`config.mk`:
```
export PLATFORM = sky130hd
export DESIGN_NAME = modular_exponentiation_core_flat
export DESIGN_NICKNAME = d
export VERILOG_FILES = /design/src/rtl/mexp_pkg.sv /design/src/rtl/mexp_if.sv /design/src/rtl/modular_exponentiation_core.sv /design/src/rtl/mexp_mod_unit.sv /design/src/flat_wrapper.sv
export SDC_FILE = /design/constraint.sdc
export NUM_CORES = 2
export LEC_CHECK = 0
export ABC_AREA = 1
export BUFFER_PORTS_ARGS = -buffer_cell sky130_fd_sc_hd__buf_2
export CAP_MARGIN = 10
export CORE_MARGIN = 1
export CORE_UTILIZATION = 45
export DETAILED_ROUTE_END_ITERATION = 10
export GPL_ROUTABILITY_DRIVEN = 0
export GPL_TIMING_DRIVEN = 0
export PLACE_DENSITY = 0.64
export SETUP_SLACK_MARGIN = 0.3
export SYNTH_ARGS = -nofsm -noshare
export SYNTH_HDL_FRONTEND = slang
export SYNTH_SLANG_ARGS = --single-unit
```
`constraint.sdc`:
```
create_clock -name i_clk -period 10.16 [get_ports i_clk]
set_clock_uncertainty 0.2 [all_clocks]
set_input_delay 2.032 -clock i_clk [delete_from_list [all_inputs] [get_ports i_clk]]
set_output_delay 2.032 -clock i_clk [all_outputs]
set_load 0.02 [all_outputs]
```
`src/rtl/mexp_pkg.sv`:
```
// Package for the modular exponentiation core: field widths, the handshake
// structs between the sequencer and the remainder unit.
// No dependencies.
`default_nettype none

package mexp_pkg;

    localparam int BASE_W = 63;
    localparam int EXP_W  = 63;
    localparam int MOD_W  = 31;
    localparam int RES_W  = 31;
    localparam int PROD_W = 2 * MOD_W;
    localparam int DVD_W  = 63;
    localparam int CNT_W  = $clog2(DVD_W);

    // Request to the remainder unit
    typedef struct packed {
        logic             start;
        logic [DVD_W-1:0] dividend;
        logic [MOD_W-1:0] modulus;
    } t_mod_ctl;

    // Status back from the remainder unit
    typedef struct packed {
        logic             busy;
        logic             done;
        logic [MOD_W-1:0] rem;
    } t_mod_sts;

endpackage

`default_nettype wire

```
`src/rtl/mexp_if.sv`:
```
// Valid/ready channel interfaces for the modular exponentiation core.
// Depends on mexp_pkg for the field widths.
`default_nettype none

interface mexp_in_if;
    logic                          valid;
    logic                          ready;
    logic [mexp_pkg::BASE_W-1:0]   base_value;
    logic [mexp_pkg::EXP_W-1:0]    exponent_value;
    logic [mexp_pkg::MOD_W-1:0]    modulus;

    modport source (output valid, base_value, exponent_value, modulus, input ready);
    modport sink   (input valid, base_value, exponent_value, modulus, output ready);
endinterface

interface mexp_out_if;
    logic                          valid;
    logic                          ready;
    logic [mexp_pkg::RES_W-1:0]    result_value;
    logic                          modulus_error;

    modport source (output valid, result_value, modulus_error, input ready);
    modport sink   (input valid, result_value, modulus_error, output ready);
endinterface

`default_nettype wire

```
`src/rtl/modular_exponentiation_core.sv`:
```
// Modular exponentiation core: right-to-left square-and-multiply with one
// 31x31 multiplier and a shared bit-serial remainder unit (mexp_mod_unit).
// Depends on mexp_pkg and the channel interfaces in mexp_if.
//
// Usage:
//   i_in carries base_value, exponent_value and modulus; a word is taken when
//   valid and ready are both high. Ready is high only while the core is idle.
//   o_out carries result_value = base^exponent mod modulus and modulus_error.
//   A zero modulus gives modulus_error = 1 and result 0.
//   A zero exponent gives 1 for any nonzero modulus.
//
// Sequence: the remainder unit works one dividend bit per cycle. The base
//   is reduced first; each multiply or square then forms the product, starts
//   the remainder unit and hands its remainder back. A set bit costs a
//   multiply, every bit below the top set bit a square. The result then
//   loads into the output register.
// Overlap: none; a new word is taken only once the core is idle again,
//   after the last result has gone into the output register.
//
// Reset clears the sequencer and the output valid flag. The result sits in
// an output register; if the receiver stalls, the core goes idle and takes
// the next word, but holds its next result until the register is free.
`default_nettype none

module modular_exponentiation_core (
    input  wire        i_clk,
    input  wire        i_rst_n,
    mexp_in_if.sink    i_in,
    mexp_out_if.source o_out
);
    import mexp_pkg::*;

    typedef enum logic [4:0] {
        S_IDLE = 5'b00001,
        S_STEP = 5'b00010,
        S_KICK = 5'b00100,
        S_WAIT = 5'b01000,
        S_DONE = 5'b10000
    } t_state;

    typedef enum logic [1:0] {
        TGT_RED = 2'd0,
        TGT_ACC = 2'd1,
        TGT_SQR = 2'd2
    } t_tgt;

    t_state            r_state;
    t_tgt              r_tgt;
    logic [EXP_W-1:0]  r_e;
    logic [MOD_W-1:0]  r_m;
    logic [MOD_W-1:0]  r_b;
    logic [RES_W-1:0]  r_acc;
    logic [PROD_W-1:0] r_prod;
    logic              r_mul_done;
    logic              r_err;
    logic              r_out_valid;
    logic [RES_W-1:0]  r_out_res;
    logic              r_out_err;

    t_mod_ctl          mod_ctl;
    t_mod_sts          mod_sts;
    logic              in_take;

    assign i_in.ready = (r_state == S_IDLE);
    assign in_take    = i_in.valid && i_in.ready;

    always_comb begin
        mod_ctl.start    = (in_take && (i_in.modulus != '0)) || (r_state == S_KICK);
        mod_ctl.dividend = (r_state == S_IDLE) ? DVD_W'(i_in.base_value)
                                               : DVD_W'(r_prod);
        mod_ctl.modulus  = (r_state == S_IDLE) ? i_in.modulus : r_m;
    end

    mexp_mod_unit u_mod (
        .i_clk   (i_clk),
        .i_rst_n (i_rst_n),
        .i_ctl   (mod_ctl),
        .o_sts   (mod_sts)
    );

    always_ff @(posedge i_clk) begin
        if (!i_rst_n) begin
            r_state     <= S_IDLE;
            r_out_valid <= 1'b0;
        end else begin
            // drop the word once taken, unless a new one loads this cycle
            if (r_out_valid && o_out.ready && (r_state != S_DONE)) begin
                r_out_valid <= 1'b0;
            end
            unique case (r_state)
                S_IDLE: begin
                    if (in_take) begin
                        r_e        <= i_in.exponent_value;
                        r_m        <= i_in.modulus;
                        r_acc      <= RES_W'(1);
                        r_mul_done <= 1'b0;
                        r_tgt      <= TGT_RED;
                        if (i_in.modulus == '0) begin
                            r_err   <= 1'b1;
                            r_state <= S_DONE;
                        end else begin
                            r_err   <= 1'b0;
                            r_state <= S_WAIT;
                        end
                    end
                end
                S_STEP: begin
                    priority if (r_e == '0) begin
                        r_state <= S_DONE;
                    end else if (r_e[0] && !r_mul_done) begin
                        r_prod  <= PROD_W'(r_acc) * PROD_W'(r_b);
                        r_tgt   <= TGT_ACC;
                        r_state <= S_KICK;
                    end else if (r_e[EXP_W-1:1] == '0) begin
                        // top bit handled; the last square is not needed
                        r_state <= S_DONE;
                    end else begin
                        r_prod  <= PROD_W'(r_b) * PROD_W'(r_b);
                        r_tgt   <= TGT_SQR;
                        r_state <= S_KICK;
                    end
                end
                S_KICK: begin
                    r_state <= S_WAIT;
                end
                S_WAIT: begin
                    if (mod_sts.done) begin
                        unique case (r_tgt)
                            TGT_RED: r_b <= mod_sts.rem;
                            TGT_ACC: begin
                                r_acc      <= mod_sts.rem;
                                r_mul_done <= 1'b1;
                            end
                            TGT_SQR: begin
                                r_b        <= mod_sts.rem;
                                r_e        <= r_e >> 1;
                                r_mul_done <= 1'b0;
                            end
                            default: r_b <= mod_sts.rem;
                        endcase
                        r_state <= S_STEP;
                    end
                end
                S_DONE: begin
                    if (!r_out_valid || o_out.ready) begin
                        r_out_valid <= 1'b1;
                        r_out_res   <= r_err ? '0 : r_acc;
                        r_out_err   <= r_err;
                        r_state     <= S_IDLE;
                    end
                end
                default: r_state <= S_IDLE;
            endcase
        end
    end

    assign o_out.valid         = r_out_valid;
    assign o_out.result_value  = r_out_res;
    assign o_out.modulus_error = r_out_err;

    // The sequencer never restarts the remainder unit while it is running
    a_no_restart: assert property (@(posedge i_clk) disable iff (!i_rst_n)
        mod_ctl.start |-> !mod_sts.busy)
        else $error("remainder unit restarted while busy");

    // Every reduction ends below the modulus of the current word
    a_rem_range: assert property (@(posedge i_clk) disable iff (!i_rst_n)
        mod_sts.done && (r_state == S_WAIT) |-> mod_sts.rem < r_m)
        else $error("remainder not below modulus");

    // An error result always carries a zero value
    a_err_zero: assert property (@(posedge i_clk) disable iff (!i_rst_n)
        r_out_valid && r_out_err |-> r_out_res == '0)
        else $error("modulus error with nonzero result");

endmodule

`default_nettype wire

```
`src/rtl/mexp_mod_unit.sv`:
```
// Bit-serial remainder unit: dividend mod modulus by restoring
// shift-and-subtract, one dividend bit per cycle. Depends on mexp_pkg.
`default_nettype none

module mexp_mod_unit (
    input  wire                 i_clk,
    input  wire                 i_rst_n,
    input  mexp_pkg::t_mod_ctl  i_ctl,
    output mexp_pkg::t_mod_sts  o_sts
);
    import mexp_pkg::*;

    logic [DVD_W-1:0] r_dvd;
    logic [MOD_W-1:0] r_rem;
    logic [MOD_W-1:0] r_mod;
    logic [CNT_W-1:0] r_cnt;
    logic             r_busy;
    logic             r_done;

    logic [MOD_W:0]   n_shift;
    logic [MOD_W:0]   n_diff;
    logic [MOD_W-1:0] n_rem;

    always_comb begin
        n_shift = {r_rem, r_dvd[DVD_W-1]};
        n_diff  = n_shift - {1'b0, r_mod};
        // keep the partial remainder below the modulus
        n_rem   = (n_shift >= {1'b0, r_mod}) ? n_diff[MOD_W-1:0] : n_shift[MOD_W-1:0];
    end

    always_ff @(posedge i_clk) begin
        if (!i_rst_n) begin
            r_busy <= 1'b0;
            r_done <= 1'b0;
            r_cnt  <= '0;
        end else begin
            r_done <= 1'b0;
            if (i_ctl.start) begin
                r_dvd  <= i_ctl.dividend;
                r_mod  <= i_ctl.modulus;
                r_rem  <= '0;
                r_cnt  <= '0;
                r_busy <= 1'b1;
            end else if (r_busy) begin
                r_rem <= n_rem;
                r_dvd <= {r_dvd[DVD_W-2:0], 1'b0};
                r_cnt <= r_cnt + 1'b1;
                if (r_cnt == CNT_W'(DVD_W - 1)) begin
                    r_busy <= 1'b0;
                    r_done <= 1'b1;
                end
            end
        end
    end

    assign o_sts.busy = r_busy;
    assign o_sts.done = r_done;
    assign o_sts.rem  = r_rem;

endmodule

`default_nettype wire

```
`src/flat_wrapper.sv`:
```
// flat-port wrapper written by rule: the top's interface ports become plain ports
module modular_exponentiation_core_flat import mexp_pkg::*;
  (i_clk, i_rst_n, i_in_valid, i_in_base_value, i_in_exponent_value, i_in_modulus, i_in_ready, o_out_valid, o_out_result_value, o_out_modulus_error, o_out_ready);
  mexp_in_if i_in_i ();
  mexp_out_if o_out_i ();
  input  wire i_clk;
  input  wire i_rst_n;
  input wire logic [$bits(i_in_i.valid)-1:0] i_in_valid;
  input wire logic [$bits(i_in_i.base_value)-1:0] i_in_base_value;
  input wire logic [$bits(i_in_i.exponent_value)-1:0] i_in_exponent_value;
  input wire logic [$bits(i_in_i.modulus)-1:0] i_in_modulus;
  output wire logic [$bits(i_in_i.ready)-1:0] i_in_ready;
  output wire logic [$bits(o_out_i.valid)-1:0] o_out_valid;
  output wire logic [$bits(o_out_i.result_value)-1:0] o_out_result_value;
  output wire logic [$bits(o_out_i.modulus_error)-1:0] o_out_modulus_error;
  input wire logic [$bits(o_out_i.ready)-1:0] o_out_ready;
  assign i_in_i.valid = i_in_valid;
  assign i_in_i.base_value = i_in_base_value;
  assign i_in_i.exponent_value = i_in_exponent_value;
  assign i_in_i.modulus = i_in_modulus;
  assign i_in_ready = i_in_i.ready;
  assign o_out_valid = o_out_i.valid;
  assign o_out_result_value = o_out_i.result_value;
  assign o_out_modulus_error = o_out_i.modulus_error;
  assign o_out_i.ready = o_out_ready;
  modular_exponentiation_core u_core (.i_clk(i_clk), .i_rst_n(i_rst_n), .i_in(i_in_i), .o_out(o_out_i));
endmodule
```
# Word level (Yosys, flattened, before mapping)
# Cells that the tools add are included.
op_classes:
  n_addsub: 2
  multipliers: 2
  n_mux: 41
  order_cmp: 1
  bitwise_logic: 4
  reduce_logical: 29
  eq_ne: 18
ops:
  columns: ["op", "count"]
  rows:
  - ["two-way mux 63 bit", 6]
  - ["two-way mux 31 bit", 6]
  - ["case mux 63 bit (2 select lines)", 1]
  - ["multiplier 31 x 31 -> 62 bit", 2]
  - ["two-way mux 62 bit", 2]
  - ["logical NOT 63 bit", 1]
  - ["logical NOT 62 bit", 1]
  - ["case mux 31 bit (2 select lines)", 1]
  - ["two-way mux 5 bit", 7]
  - ["greater-or-equal comparator 32 x 31 -> 1 bit", 1]
  - ["logical NOT 31 bit", 1]
  - ["nonzero test 31 bit", 1]
  - ["subtractor 31 bit", 1]
  - ["case mux 5 bit (5 select lines)", 1]
  - ["AND reduction 5 bit", 4]
  - ["two-way mux 1 bit", 10]
  - ["AND reduction 3 bit", 3]
  - ["two-way mux 2 bit", 4]
  - ["inequality test 2 x 1 -> 1 bit, second input constant", 4]
  - ["AND reduction 4 bit", 2]
  - ["adder 6 x 1 -> 6 bit, second input constant", 1]
  - ["equality test 6 bit, second input constant", 1]
  - ["inequality test 2 bit, second input constant", 3]
  - ["nonzero test 2 bit", 3]
  - ["19 further kinds", 30]
word_totals:
  output_inout_bits: 34
  register_bits: 393
  word_cells: 115
  inputBits: 161

# Depth between registers and ports, before layout
depth:
  ltp_word: 6
  ltp_mapped: 32
  mapped_depth_nobuf: 30

# Hierarchy
# Synthesis repeated with hierarchy kept, for this count alone.
hier_totals:
  cells_unflattened: 10555
  area_unflattened_um2: 82170.1
by_module_without_submodules:
  columns: ["module", "instances", "cells_per_inst", "seq_area_each_um2", "area_each_um2"]
  rows:
  - ["modular_exponentiation_core", 1, 9513, 7747.4, 74132.3]
  - ["mexp_mod_unit", 1, 1042, 3913.8, 8037.7]

# Least setup slack after synthesis
# No wires, ideal clock.
synth_path:
  path_type: "input port to flip-flop"
  startpoint: "input port i_rst_n"
  endpoint: "register u_core.r_prod[0], enable pin"
  setup_time_ns: 0.558
  t_required_ns: 9.402
  path_slack_ns: 2.857
  t_arrival_ns: 6.545
  stages: 3
  n_path_buf: 1
  cell_sequence: "inv_1 -> clkbuf_1 -> nor3_1"
synth_between:
  elab_chain_len: 1
synth_rtl:
  columns: ["item", "line_no", "source"]
  rows:
  - ["start: declaration", "flat_wrapper.sv:7", "input wire i_rst_n;"]
  - ["AND reduction 4 bit (no source line)", null, null]
  - ["end signal: assignment", "modular_exponentiation_core.sv:111", "r_prod <= PROD_W'(r_acc) * PROD_W'(r_b);"]
  - ["end signal: assignment", "modular_exponentiation_core.sv:118", "r_prod <= PROD_W'(r_b) * PROD_W'(r_b);"]
  - ["end: declaration", "modular_exponentiation_core.sv:53", "logic [PROD_W-1:0] r_prod;"]
# No other way between the ends.
# A chain may end at the register's enable or synchronous reset.

# Worst setup path after layout
layout_path:
  startpoint: "register u_core.r_b[13]"
  endpoint: "register u_core.r_prod[37] (data pin)"
layout_between:
  elab_chain_len: 3
  word_cells_on_any_way: 4
  cone_classes: "2 x mul; 2 x mux"
layout_rtl:
  columns: ["item", "line_no", "source"]
  rows:
  - ["start: declaration", "modular_exponentiation_core.sv:51", "logic [MOD_W-1:0] r_b;"]
  - ["start signal: assignment", "modular_exponentiation_core.sv:129", "TGT_RED: r_b <= mod_sts.rem;"]
  - ["start signal: assignment", "modular_exponentiation_core.sv:135", "r_b <= mod_sts.rem;"]
  - ["start signal: assignment", "modular_exponentiation_core.sv:139", "default: r_b <= mod_sts.rem;"]
  - ["multiplier 31 x 31 -> 62 bit", "modular_exponentiation_core.sv:118", null]
  - ["two-way mux 62 bit", "modular_exponentiation_core.sv:114", "end else if (r_e[EXP_W-1:1] == '0) begin"]
  - ["two-way mux 62 bit *", "modular_exponentiation_core.sv:110", "end else if (r_e[0] && !r_mul_done) begin"]
# Every way passes the cells marked *; elsewhere a longest branch is shown, timed or not. The select of a mux whose other input is x is not followed.

==> flow_metrics.py <==
metrics = {
    "status": {
        "status": "finished, violations left",
        "failed_checks": "max-capacitance violations, max-slew violations",
    },
    "cells_and_area": {
        "fillers": 17542,
        "drive_gt1_share_pct": 4.415,
        "multi_input_area_mm2": 0.05662,
        "layout.nets": 12853,
        "seqCellArea_mm2": 0.01166,
        "area_growth_syn_to_layout_pct": 7.196,
        "stdcell_area_mm2": 0.08732,
    },
    "logic_synthesis": {
        "yosys-top-cells-area": "fa_1 (39%), inv_1 (14%), edfxtp_1 (14%)",
        "seq_area_frac_synth_pct": 14.32,
        "syn_avg_cell_area_um2": 7.926,
        "synth.largest_area_cell": "fa_1",
        "yosys-top-cells-count": "inv_1 (3105), nand2_1 (2860), fa_1 (1586)",
        "synth_warnings": 0,
        "synth_nets": 12582,
        "yosysMostFrequentCell": "inv_1",
        "yosysTopAreaCellShare_pct": 38.98,
        "synthArstFlopShare_pct": 0,
        "ys_ff_latch": 393,
        "netlist_area_mm2": 0.08146,
        "synth_cell_types": 46,
        "ys.flop_type": "edfxtp_1",
        "synth_edf_count": 379,
        "syn_inst": 10277,
    },
    "cts": {
        "cts-htree-levels": 2,
        "numCtsBuffers": 37,
        "cts_root_buffer": "clkbuf_16",
        "clock_latency_ps": 590,
        "cts_post_setup_buffers_inserted": 0,
        "cts_buffer_depth": 3,
        "clock-sinks": 393,
        "cts_tree": "built",
        "cts.clk_slew.worst_paths_ps": 70,
    },
    "routing": {
        "via_per_inst": 5.341,
        "drt-pass1-iter-count": 9,
        "ant_nets": 0,
        "wirelength_um": 309600,
        "num_vias": 69142,
        "drc": 0,
        "drt_iter0_drc": 8012,
        "wl_per_cell_um": 23.91,
    },
    "timing": {
        "period_minus_slack_ps": 9991,
        "rsz0062_at_grt": "false",
        "tightestPinTransition_ps": 1571,
        "slew_viol_final": 11,
        "setup_viol": 0,
        "layout_worst_path_cycle_share_pct": 98.34,
        "max_freq_mhz": 100.1,
        "relSlewSlack_pct": -4.733,
        "holdWs_ps": 301.1,
        "final-hold-violation-count": 0,
        "finalSetupTns_ps": 0,
    },
    "placed_design": {
        "placed_cell_area_mm2": 0.08586,
        "hpwl_um": 263100,
        "portBuffers": 194,
    },
    "die": {
        "start_util_pct": 45.46,
        "row_count": 155,
        "die_h_um": 427.5,
        "coreArea_mm2": 0.1792,
        "dieArea_mm2": 0.1827,
        "die_x_um": 427.5,
        "pin_count": 195,
    },
    "grt": {
        "antenna_found_initial": 13,
        "grt_pass1_wl_um": 449000,
        "first_global_vias": 70078,
        "grt.total_usage_pct": 34.19,
        "grt_max_degree": 33,
        "overflow": 0,
    },
    "run": {
        "drv_cap": 1,
    },
    "worst_setup_path": {
        "start_kind": "flip-flop",
        "worstPathRequired_ps": 10260,
        "path_class": "flip-flop to flip-flop",
        "endpoint_kind": "flip-flop",
        "cp_max_fo": 10,
        "arrival_ps": 10090,
    },
    "min_path": {
        "hold_class": "flip-flop to flip-flop",
    },
}
==> critical path, stage by stage (launching register included) <==
cell and delay [ps]:
edfxtp_1 790, clkbuf_1 420, clkbuf_1 1120, nand2_1 300, fa_1 560, inv_1 50, fa_1 500, inv_1 50
fa_1 490, fa_1 530, inv_1 60, fa_1 550, fa_1 430, fa_1 500, inv_1 70, fa_1 670
inv_1 80, ha_1 590, nand2_1 160, nor2_1 190, inv_1 80, nor3_1 410, nand2_1 140, inv_1 80
nand2_1 50, nand2_1 130, nor2_1 50, o21ai_0 470
==> placed cells by master, fill, tap and decap left out, types with 7 or more instances in the layout <==
master     instances
dfxtp_1           14
nor2_1           425
buf_8             19
o21bai_1          14
nor4_1             9
buf_6             20
a21oi_1          172
nor3_1            35
clkbuf_1         326
inv_1           3105
clkbuf_2          22
diode_2           13
o21ai_1           38
and3_1             7
xnor2_1           18
o21ai_2           34
nand4_1           38
fa_1            1586
o21ai_0          248
edfxtp_1         379
nand3b_1          10
nand2_1         2860
clkbuf_16         37
or2_2             70
clkinv_2           7
nand3_1          167
and2_1            11
xor2_1            50
ha_1             558
buf_1             21
buf_2            200
==> metrics by stage <==
stage | std cells | util, % | worst slack, ps
final | 12945 | 48.73 | 168.7
after global routing | 12932 | 48.71 | 303.1
after CTS | 12921 | 48.60 | 338.1
after detailed placement | 12853 | 47.92 | -55.59
after global placement | 12826 | 47.64 | -317.5
after floorplan | 10277 | - | 2857
==> final timing paths <==
check,cells after the start,end,startpoint,slack (ps)
worst max register to register,27,u_core.r_prod[37]$_DFFE_PP_,u_core.r_b[13]$_DFFE_PP_,170
worst max-delay path,27,u_core.r_prod[37]$_DFFE_PP_,u_core.r_b[13]$_DFFE_PP_,170
worst min-delay path,2,u_core.u_mod.r_cnt[0]$_SDFFE_PP0P_,u_core.u_mod.r_cnt[0]$_SDFFE_PP0P_,300
worst min register to register,2,u_core.u_mod.r_cnt[0]$_SDFFE_PP0P_,u_core.u_mod.r_cnt[0]$_SDFFE_PP0P_,300
==> registers in the layout, indices dropped and copies added, names as in the netlist, 31 cells and up <==
signal	cells
u_core.r_acc	31
u_core.o_out.result_value	31
u_core.r_prod	62
u_core.u_mod.r_rem	31
u_core.r_b	31
u_core.u_mod.r_mod	31
u_core.r_e	63
u_core.r_m	31
u_core.u_mod.r_dvd	63
==> layer usage <==
metal | up-vias | GRT usage (%) | part of all wire [%]
li1 | 29854 | - | -
met1 | 33680 | 40.58 | 35
met2 | 4410 | 50.88 | 43
met3 | 1184 | 12.56 | 14
met4 | 14 | 24.96 | 8.9
met5 | - | 0 | 0.031
==> layout make-up <==
| class | count | area share [%] |
|---|---|---|
| Multi-Input combinational cell | 6388 | 64.84 |
| Inverter | 3110 | 13.37 |
| Sequential cell | 393 | 13.35 |
| Tap cell | 2355 | 3.374 |
| Buffer | 386 | 1.837 |
| Timing Repair Buffer | 232 | 1.813 |
| Clock buffer | 46 | 1.110 |
| Clock inverter | 22 | 0.2637 |
| Antenna cell | 13 | 0.03726 |
==> logic make-up after synthesis <==
| family | Yosys count | synth area share, % |
|---|---|---|
| AOI/OAI and AO/OA | 522 | 3.467 |
| adders and majority gates | 2144 | 47.55 |
| xor gates and xnor gates | 68 | 0.7311 |
| and+or+nand+nor | 3654 | 17.69 |
| DFF | 393 | 14.32 |
| buffers and inverters | 3496 | 16.24 |
==> timing repair <==
item                                    4_1_cts  5_1_grt
gates resized for setup                       7       41
hold buffers                                  0        0
endpoints found under the setup margin       27       34
pin swaps                                     0        0
Power is left out: the tool's default activity adds up to more than one toggle a clock period on the data nets, which glitch-free logic cannot reach.
